$ cat src/hdl/ring_stamp_cover_check_top_macros.svh
`ifndef RING_STAMP_COVER_CHECK_TOP_MACROS_SVH
`define RING_STAMP_COVER_CHECK_TOP_MACROS_SVH

// same-cycle implication, sampled on clk, off while rst is high
`define RSCC_ASSERT_SAME(label, ante, cons, msg) \
  label: assert property (@(posedge clk) disable iff (rst) (ante) |-> (cons)) \
    else $error(msg);

// next-cycle implication, sampled on clk, off while rst is high
`define RSCC_ASSERT_NEXT(label, ante, cons, msg) \
  label: assert property (@(posedge clk) disable iff (rst) (ante) |=> (cons)) \
    else $error(msg);

`endif

$ cat src/hdl/rscc_pkg.sv
package rscc_pkg;

  localparam int MAX_ROWS  = 4096;
  localparam int MAX_COLS  = 1024;
  localparam int ROWS_W    = 13;
  localparam int COLS_W    = 11;
  localparam int ROW_IDX_W = $clog2(MAX_ROWS);
  localparam int COL_IDX_W = $clog2(MAX_COLS);
  localparam int VROW_W    = ROW_IDX_W + 1;
  localparam int DATA_W    = 32;
  localparam int ADDR_W    = 3;
  localparam int REG_SEL_BIT = 2;

  typedef logic [ROWS_W-1:0]    rows_reg_t;
  typedef logic [COLS_W-1:0]    cols_reg_t;
  typedef logic [ROW_IDX_W-1:0] row_idx_t;
  typedef logic [COL_IDX_W-1:0] col_idx_t;
  typedef logic [VROW_W-1:0]    vrow_t;

  localparam rows_reg_t ROWS_RESET = rows_reg_t'(3);
  localparam cols_reg_t COLS_RESET = cols_reg_t'(3);

  // register indexes
  localparam logic REG_ROWS = 1'b0;
  localparam logic REG_COLS = 1'b1;

  // one line buffer entry at column c
  typedef struct packed {
    logic pix_r1;   // pixel one row up, column c
    logic pix_r2;   // pixel two rows up, column c
    logic ctr_r2;   // centre flag two rows up, column c-1
    logic ctr_r3;   // centre flag three rows up, column c-1
  } line_t;

  localparam int LINE_W = $bits(line_t);

  // work carried from the issue stage to the check stage
  typedef struct packed {
    logic     pix;
    col_idx_t col;
    logic     row_ge1;
    logic     row_ge2;
    logic     row_ge3;
    logic     ctr_en;
    logic     col_ge1;
    logic     col_ge2;
    logic     last_col;
    logic     last_step;
  } stage_t;

endpackage

$ cat src/hdl/rscc_ram.sv
module rscc_ram #(
  parameter int WIDTH = 4,
  parameter int DEPTH = 1024
) (
  input  logic                     clk,
  input  logic                     wr_en,
  input  logic [$clog2(DEPTH)-1:0] wr_addr,
  input  logic [WIDTH-1:0]         wr_data,
  input  logic                     rd_en,
  input  logic [$clog2(DEPTH)-1:0] rd_addr,
  output logic [WIDTH-1:0]         rd_data
);

  logic [WIDTH-1:0] mem [DEPTH];

  always_ff @(posedge clk) begin
    if (wr_en) begin
      mem[wr_addr] <= wr_data;
    end
    if (rd_en) begin
      rd_data <= mem[rd_addr];
    end
  end

endmodule

$ cat src/hdl/ring_stamp_cover_check_top.sv
// 3x3 ring opening check on a binary raster image.
// pixel channel: pixel_valid / pixel_stall / pixel_set, one pixel per request,
// raster order, frame_rows x frame_cols (register 0 at byte 0, register 1 at 4).
// result channel: result_valid / result_stall / reproducible, one request per
// frame, 1 when the image equals its ring stamp coverage.
// throughput: one pixel per cycle inside a frame. after the last pixel the
// block flushes the last two rows through the line buffer, one column a cycle
// unless a stalled verdict holds the last column, with pixel_stall high
// throughout; the verdict shows after the flush ends. the single line buffer
// port pair (read one column ahead, write back in the next cycle) sets this.
// the next frame may start while the verdict still waits; if the previous
// verdict is still stalled at the end of the next flush, the flush holds on
// its last column until the result register frees.
// reset (synchronous, rst high) restores 3x3 frame size and an empty frame;
// unwritten line buffer values are masked. sizes must be written only between
// frames, which the block does not enforce; 0 acts as 1, oversize as the max.
`include "ring_stamp_cover_check_top_macros.svh"

module ring_stamp_cover_check_top (
  input  logic                           clk,
  input  logic                           rst,
  input  logic                           psel,
  input  logic                           penable,
  input  logic                           pwrite,
  input  logic [rscc_pkg::ADDR_W-1:0]    paddr,
  input  logic [rscc_pkg::DATA_W-1:0]    pwdata,
  output logic [rscc_pkg::DATA_W-1:0]    prdata,
  output logic                           pready,
  input  logic                           pixel_valid,
  output logic                           pixel_stall,
  input  logic                           pixel_set,
  output logic                           result_valid,
  input  logic                           result_stall,
  output logic                           reproducible
);

  rscc_pkg::rows_reg_t rows_raw;
  rscc_pkg::cols_reg_t cols_raw;
  rscc_pkg::row_idx_t  row_last;
  rscc_pkg::col_idx_t  col_last;
  rscc_pkg::vrow_t     end_row;
  logic                cfg_wr;

  rscc_pkg::vrow_t     row_cnt;
  rscc_pkg::col_idx_t  col_cnt;
  logic                flushing;
  logic                last_col0;
  logic                final_pos;
  logic                issue;
  rscc_pkg::stage_t    s0;
  rscc_pkg::stage_t    s1;
  logic                s1_valid;

  logic [rscc_pkg::LINE_W-1:0] ram_rd;
  rscc_pkg::line_t     line_rd;
  rscc_pkg::line_t     line_wr;
  rscc_pkg::line_t     fwd_data;
  logic                fwd_hit;

  logic [2:0][2:0]     pw;
  logic [2:0][2:0]     pw_next;
  logic [2:0][2:0]     cw;
  logic [2:0][2:0]     cw_next;
  logic                p_m1, p_m2, c_m2, c_m3;
  logic                centre;
  logic [2:0]          ctr_col;
  logic                cov0, cov1, cov2;
  logic                bad;
  logic                mismatch;

  // configuration port
  assign pready = 1'b1;
  assign cfg_wr = psel & penable & pwrite & pready;

  always_ff @(posedge clk) begin
    if (rst) begin
      rows_raw <= rscc_pkg::ROWS_RESET;
      cols_raw <= rscc_pkg::COLS_RESET;
    end else if (cfg_wr) begin
      unique case (paddr[rscc_pkg::REG_SEL_BIT])
        rscc_pkg::REG_ROWS: rows_raw <= pwdata[rscc_pkg::ROWS_W-1:0];
        rscc_pkg::REG_COLS: cols_raw <= pwdata[rscc_pkg::COLS_W-1:0];
      endcase
    end
  end

  always_comb begin
    prdata = '0;
    unique case (paddr[rscc_pkg::REG_SEL_BIT])
      rscc_pkg::REG_ROWS: prdata = {{(rscc_pkg::DATA_W-rscc_pkg::ROWS_W){1'b0}}, rows_raw};
      rscc_pkg::REG_COLS: prdata = {{(rscc_pkg::DATA_W-rscc_pkg::COLS_W){1'b0}}, cols_raw};
    endcase
  end

  // effective last row and column
  always_comb begin
    if (rows_raw == '0) begin
      row_last = '0;
    end else if (rows_raw > rscc_pkg::rows_reg_t'(rscc_pkg::MAX_ROWS)) begin
      row_last = rscc_pkg::row_idx_t'(rscc_pkg::MAX_ROWS - 1);
    end else begin
      row_last = rscc_pkg::row_idx_t'(rows_raw - 1'b1);
    end
    if (cols_raw == '0) begin
      col_last = '0;
    end else if (cols_raw > rscc_pkg::cols_reg_t'(rscc_pkg::MAX_COLS)) begin
      col_last = rscc_pkg::col_idx_t'(rscc_pkg::MAX_COLS - 1);
    end else begin
      col_last = rscc_pkg::col_idx_t'(cols_raw - 1'b1);
    end
  end

  // two blank rows past the frame drain the pending checks
  assign end_row   = {1'b0, row_last} + rscc_pkg::vrow_t'(2);
  assign flushing  = row_cnt > {1'b0, row_last};
  assign last_col0 = col_cnt == col_last;
  assign final_pos = flushing & last_col0 & (row_cnt == end_row);
  assign issue     = flushing ? !(final_pos & result_valid & result_stall) : pixel_valid;
  assign pixel_stall = flushing;

  always_comb begin
    s0.pix       = !flushing & pixel_set;
    s0.col       = col_cnt;
    s0.row_ge1   = row_cnt != '0;
    s0.row_ge2   = row_cnt >= rscc_pkg::vrow_t'(2);
    s0.row_ge3   = row_cnt >= rscc_pkg::vrow_t'(3);
    s0.col_ge1   = col_cnt != '0;
    s0.col_ge2   = col_cnt >= rscc_pkg::col_idx_t'(2);
    s0.ctr_en    = s0.row_ge2 & s0.col_ge2 & !flushing;
    s0.last_col  = last_col0;
    s0.last_step = final_pos;
  end

  always_ff @(posedge clk) begin
    if (rst) begin
      row_cnt <= '0;
      col_cnt <= '0;
    end else if (issue) begin
      if (last_col0) begin
        col_cnt <= '0;
        row_cnt <= final_pos ? '0 : row_cnt + 1'b1;
      end else begin
        col_cnt <= col_cnt + 1'b1;
      end
    end
  end

  always_ff @(posedge clk) begin
    if (rst) begin
      s1_valid <= 1'b0;
    end else begin
      s1_valid <= issue;
    end
  end

  always_ff @(posedge clk) begin
    if (issue) begin
      s1 <= s0;
    end
  end

  rscc_ram #(
    .WIDTH(rscc_pkg::LINE_W),
    .DEPTH(rscc_pkg::MAX_COLS)
  ) u_line_ram (
    .clk     (clk),
    .wr_en   (s1_valid),
    .wr_addr (s1.col),
    .wr_data (line_wr),
    .rd_en   (issue),
    .rd_addr (col_cnt),
    .rd_data (ram_rd)
  );

  // same column read and written on one edge (single column frames)
  always_ff @(posedge clk) begin
    if (rst) begin
      fwd_hit <= 1'b0;
    end else begin
      fwd_hit <= issue & s1_valid & (col_cnt == s1.col);
    end
  end

  always_ff @(posedge clk) begin
    fwd_data <= line_wr;
  end

  // check stage
  always_comb begin
    line_rd = fwd_hit ? fwd_data : rscc_pkg::line_t'(ram_rd);
    p_m1 = line_rd.pix_r1 & s1.row_ge1;
    p_m2 = line_rd.pix_r2 & s1.row_ge2;
    c_m2 = line_rd.ctr_r2 & s1.row_ge2;
    c_m3 = line_rd.ctr_r3 & s1.row_ge3;

    pw_next = {{s1.pix, p_m1, p_m2}, pw[2], pw[1]};
    centre  = s1.ctr_en & (&pw_next[0]) & (&pw_next[2]) & pw_next[1][0] & pw_next[1][2];
    ctr_col = s1.col_ge2 ? {centre, c_m2, c_m3} : 3'b000;
    cw_next = {ctr_col, cw[2], cw[1]};

    // target pixels sit two rows up: columns c-2, c-1 and c
    cov0 = (|cw_next[0]) | (|cw_next[2]) | cw_next[1][0] | cw_next[1][2];
    cov1 = (|cw_next[1]) | cw_next[2][0] | cw_next[2][2];
    cov2 = |cw_next[2];
    bad  = s1.row_ge2 & ((s1.col_ge2 & (pw_next[0][0] != cov0))
                       | (s1.last_col & s1.col_ge1 & (pw_next[1][0] != cov1))
                       | (s1.last_col & (pw_next[2][0] != cov2)));

    line_wr.pix_r1 = s1.pix;
    line_wr.pix_r2 = p_m1;
    line_wr.ctr_r2 = centre;
    line_wr.ctr_r3 = c_m2;
  end

  always_ff @(posedge clk) begin
    if (rst) begin
      pw <= '0;
      cw <= '0;
    end else if (s1_valid) begin
      pw <= pw_next;
      cw <= cw_next;
    end
  end

  always_ff @(posedge clk) begin
    if (rst) begin
      mismatch     <= 1'b0;
      result_valid <= 1'b0;
    end else begin
      if (result_valid & !result_stall) begin
        result_valid <= 1'b0;
      end
      if (s1_valid) begin
        if (s1.last_step) begin
          result_valid <= 1'b1;
          mismatch     <= 1'b0;
        end else begin
          mismatch <= mismatch | bad;
        end
      end
    end
  end

  always_ff @(posedge clk) begin
    if (s1_valid & s1.last_step) begin
      reproducible <= !(mismatch | bad);
    end
  end

  `RSCC_ASSERT_NEXT(a_verdict_loads, s1_valid && s1.last_step, result_valid && !mismatch, "frame end did not load the verdict")
  `RSCC_ASSERT_SAME(a_fwd_has_item, fwd_hit, s1_valid, "forwarded line without an item in the check stage")
  `RSCC_ASSERT_SAME(a_last_step_room, issue && final_pos, !result_valid || !result_stall, "last flush step issued while the verdict register is held")

endmodule

$ cat config.mk
export PLATFORM = sky130hd
export DESIGN_NAME = ring_stamp_cover_check_top
export DESIGN_NICKNAME = d
export VERILOG_FILES = /design/src/hdl/rscc_pkg.sv /design/src/hdl/rscc_ram.sv /design/src/hdl/ring_stamp_cover_check_top.sv
export VERILOG_INCLUDE_DIRS = /design/src /design/src/hdl
export SDC_FILE = /design/constraint.sdc
export NUM_CORES = 2
export LEC_CHECK = 0
export BUFFER_PORTS_ARGS = -buffer_cell sky130_fd_sc_hd__buf_2
export CORE_MARGIN = 1
export CORE_UTILIZATION = 68
export DETAILED_ROUTE_END_ITERATION = 7
export GPL_TIMING_DRIVEN = 0
export PLACE_DENSITY = 0.85
export SYNTH_ARGS = -nofsm -noshare
export SYNTH_HDL_FRONTEND = slang
export SYNTH_SLANG_ARGS = --single-unit
$ cat constraint.sdc
create_clock -name clk -period 119.9 [get_ports clk]
set_clock_uncertainty 0.2 [all_clocks]
set_input_delay 0 -clock clk [delete_from_list [all_inputs] [get_ports clk]]
set_output_delay 0 -clock clk [all_outputs]
set_load 0.05 [all_outputs]
==> results.tsv, run 1 <==
metric	value	unit
Unique masters post-synth	87	
num ports	79	
Placer Congestion	1.018	
grt total ovfl	426	
gr usage total	0.7914	
register area share after synthesis	0.7521	
initial antenna violation count	195	
Die H	496.5	microns
synthesized flop and latch total	4187	
top_reg_cell synth	edfxtp_1	
CTS Sinks	4187	
YS warnings	0	
largest net degree at the start of global routing	102	
clk root buf	clkbuf_16	
Post-Syn Area	166300	sq um
Initial Utilization	0.6836	
Die W	496.5	microns
cts bufs inserted	412	
status	aborted with a tool error	
halt point of the flow	global routing (5_1_grt)	
# H-tree levels	5	
syn avg cell area	21.12	sq um
Synth Instances	7872	
# Post-CTS Setup Buffers	0	
FP Rows	181	
tool error	[ERROR GRT-0232] Routing congestion too high. Check the congestion heatmap in the GUI.	
post-synthesis async set-or-reset flop share	0	
Area after DPL	174400	sq um
Resize count post-CTS	0	
estimated wirelength of the detail-placed design	400000	microns
placed cells	11280	
number of synthesized flops with an enable pin	4120	
# hold bufs at CTS	58	
CTS max path bufs	4	
PortBufs	35	
routing by layer:
metal,global-route usage,overflow
met1,0.7705,62
met2,0.8974,178
met3,0.7328,50
met4,0.7548,127
met5,0.5602,9
cell families after synthesis:
family,after synthesis,share of synthesized area
adders and majority gates,21,0.001580
other,2,0.00004517
AOI/OAI and AO/OA,191,0.007901
and+or+nand+nor,1442,0.03628
muxes,1386,0.1858
DFF,4187,0.7521
buffers and inverters,611,0.01456
xor gates and xnor gates,32,0.001685
per-stage QoR:
stage / worst slack (ns) / hold WS [ns]
detailed placement: 112.51 / 0.04137
floorplan: 76.11 / -0.08216
CTS: 112.06 / 0.007360
global placement: 46.72 / 0.04205
synthesized netlist by cell type (9+ instances only):
| library cell | number | area (sq um) |
|---|---|---|
| ha_1 | 21 | 262.8 |
| xor2_1 | 10 | 87.58 |
| dfxtp_1 | 67 | 1341 |
| nor3_1 | 29 | 145.1 |
| inv_1 | 24 | 90.09 |
| nor2_1 | 1069 | 4013 |
| edfxtp_1 | 4120 | 123700 |
| a211oi_1 | 9 | 67.56 |
| buf_4 | 21 | 157.7 |
| xnor2_1 | 22 | 192.7 |
| nand2_1 | 148 | 555.5 |
| nor2b_1 | 13 | 81.33 |
| nor3b_1 | 11 | 82.58 |
| nand4_1 | 18 | 112.6 |
| clkbuf_1 | 392 | 1471 |
| and3_1 | 15 | 93.84 |
| nor4_1 | 13 | 81.33 |
| mux2i_1 | 18 | 180.2 |
| or3_1 | 22 | 137.6 |
| buf_2 | 12 | 60.06 |
| o31ai_1 | 12 | 90.09 |
| a22oi_1 | 9 | 67.56 |
| a21oi_1 | 58 | 290.3 |
| o21ai_0 | 27 | 135.1 |
| buf_1 | 157 | 589.3 |
| mux4_2 | 1360 | 30630 |
| nand3_1 | 40 | 200.2 |
| or4_1 | 16 | 120.1 |
==> inputs of run 2 (changes only) <==
Settings changed: CORE_UTILIZATION 68 to 40, PLACE_DENSITY 0.85 to not set, PLACE_DENSITY_LB_ADDON set to 0.15.
==> run 2 against run 1 <==
Net effect:
- the flow now finishes, with violations (max-capacitance violations, max-slew violations)
- area after synthesis did not move
- synthesized cell count is the same
==> results.tsv, run 2 <==
metric	value	unit
synthesized flop and latch total	4187	
vias per cell	6.261	
Worst-Margin Slew	1.793	ns
most common cell after layout, fill and taps aside	edfxtp_1	
max-cap viol count	9	
Arr. time, crit path	8.42	ns
Reg2Reg Launch Point	col_cnt[1]$_SDFFE_PP0N_	
Unique masters post-synth	87	
switching part of the total power	0.2687	
syn avg cell area	21.12	sq um
die area	418300	sq um
Resize count post-CTS	0	
Die W	646.7	microns
top_reg_cell synth	edfxtp_1	
Setup CP Type	flip-flop to flip-flop	
Detailed Route Iter0 Violations	15650	
CTS Sinks	4187	
Slew HR	-0.1951	
max reg flops	4096	
# H-tree levels	5	
Core ar.	413400	sq um
Synth area leaders	edfxtp_1 (74%), mux4_2 (18%), nor2_1 (2.4%)	
YS warnings	0	
commonest cells after routing, fill and taps aside	edfxtp_1 (4,120), mux4_2 (1,360), nor2_1 (1,067)	
PortBufs	35	
cts bufs inserted	438	
gr usage total	0.2916	
Commonest cells post-synth	edfxtp_1 (4,120), mux4_2 (1,360), nor2_1 (1,069)	
DRC violations left	0	
Pins Over Slew Limit	84	
post-synthesis async set-or-reset flop share	0	
Pwr per Cell Area	18.79	nW/um^2
area grow syn2layout	17.02	%
R2R Setup Slk	111.99	ns
clk root buf	clkbuf_16	
Sum Neg Setup Slack	0	ns
largest net degree at the start of global routing	94	
clock-pin slew on the worst setup and hold paths	0.06	ns
estimated wirelength of the detail-placed design	442100	microns
post-layout min period	7.913	ns
clk_lat worst skew	1.03	ns
first-pass GRT wire length	809400	microns
Setup crit end	u_line_ram.rd_data[2]$_DFFE_PN_	
Hold Path Class	input port to flip-flop	
Final Util	0.4707	
Post-Syn Area	166300	sq um
biggest regs	u_line_ram.mem (4096), s1 (18)	
Finish-stage setup viols	0	
Sequential Power Share	0.460	
total wire length	613400	microns
area share of the largest cell type after synthesis	0.7440	
Synth Instances	7872	
number of synthesized flops with an enable pin	4120	
worst-path maximum fanout	10	
Synth area leader	edfxtp_1	
Initial Utilization	0.4022	
LEAKAGE	0.05612	uW
switching power	982.5	uW
initial antenna violation count	105	
combinational share of power	0.162	
grt total ovfl	0	
Worst Setup SP	col_cnt[1]$_SDFFE_PP0N_	
count leader, synth	edfxtp_1	
num ports	79	
FP Rows	236	
drt pass-1 iters	6	
Final Hold Fails	0	
WP data required	120.40	ns
register area share after synthesis	0.7521	
Placer Congestion	0.9043	
Setup crit start kind	flip-flop	
ANT nets after route	0	
FMAX	0.1264	GHz
Clock Power Share	0.378	
Worst IR Drop VDD	0.01300	mV
Largest Register	u_line_ram.mem	
Internal Pwr Total	2674	uW
status	finished with violations	
Die H	646.7	microns
FF-to-FF End	u_line_ram.rd_data[2]$_DFFE_PN_	
CTS max path bufs	4	
Worst setup EP type	flip-flop	
failing checks	max-capacitance violations, max-slew violations	
period utilization	0.06600	
average wire per standard cell	42.13	microns
share of cells above drive strength 1	0.2936	
FF-to-FF path depth	10	
CTS tree	yes	
RSZ-0062 raised after global routing	false	
Layout Nets	8744	
vias in the first global route	88070	
DR vias	91180	
run 2: cell families after synthesis:
group	Yosys count	synth area share
other	2	0.00004517
adders and majority gates	21	0.001580
buffers and inverters	611	0.01456
xor gates and xnor gates	32	0.001685
AOI/OAI and AO/OA	191	0.007901
muxes	1386	0.1858
DFF	4187	0.7521
and+or+nand+nor	1442	0.03628
run 2: cell type report:
class | instances | area (sq um)
fill | 33920 | 218800
sequential | 4187 | 125100
multi-input combinational | 3092 | 38910
clock buffer | 532 | 11460
tap | 5474 | 6849
timing repair buffer | 350 | 6504
clock inverter | 275 | 2898
buffer | 586 | 2706
antenna | 41 | 102.6
inverter | 25 | 93.84
run 2: worst min path at each step:
stage	from	to	cells past startpoint
6_report	rst	rows_raw[0]$_SDFFE_PP1P_	3
2_1_floorplan	pwdata[0]	cols_raw[0]$_SDFFE_PP1P_	1
3_5_place_dp	pwdata[11]	rows_raw[11]$_SDFFE_PP0P_	3
3_3_place_gp	pwdata[11]	rows_raw[11]$_SDFFE_PP0P_	3
5_1_grt	rst	rows_raw[0]$_SDFFE_PP1P_	3
4_1_cts	rst	cols_raw[1]$_SDFFE_PP1P_	3
run 2: power by group through the flow:
stage | Sequential, uW | Clock, uW | Combinational (uW)
after global placement | 1970 | 0 | 488
after detailed placement | 1710 | 0 | 581
after CTS | 1680 | 1390 | 583
after global routing | 1680 | 1440 | 599
final | 1680 | 1380 | 593
after floorplan | 1840 | 0 | 248
run 2: what timing repair did:
item	in CTS	in global routing
setup buffers	0	0
hold buffers	61	0
hold endpoints to repair	74	0
run 2: metrics by stage:
stage | instance area (sq um) | power [uW] | cells | worst slack (ns) | hold slack, ns
CTS | 194400 | 3653 | 14520 | 112.27 | 0.05945
global placement | 173400 | 2454 | 13400 | 40.34 | 0.06492
finish | 194600 | 3656 | 14560 | 111.99 | 0.09671
detailed placement | 179400 | 2294 | 13650 | 112.28 | 0.06134
floorplan | 166300 | 2087 | 7890 | 76.11 | -0.08216
global route | 194500 | 3721 | 14520 | 112.25 | 0.09431
run 2: per-layer routing:
layer	vias to the layer above	global-route usage	wire (microns)
met5	-	0	268
li1	34250	-	-
met3	1157	0.08860	76190
met4	40	0.1326	32740
met1	49390	0.3901	227700
met2	6346	0.4401	276500
run 2: critical path: stages, from the launching register on:
cell	delay, ns
dfxtp_1	0.38
clkbuf_1	1.04
clkbuf_1	1.14
clkbuf_1	0.79
clkbuf_1	1.07
mux4_2	0.44
mux4_2	0.53
mux4_2	0.61
mux4_2	0.69
a22oi_1	0.40
nand2_1	0.22
Note: power is estimated with default switching activity, not from simulation.
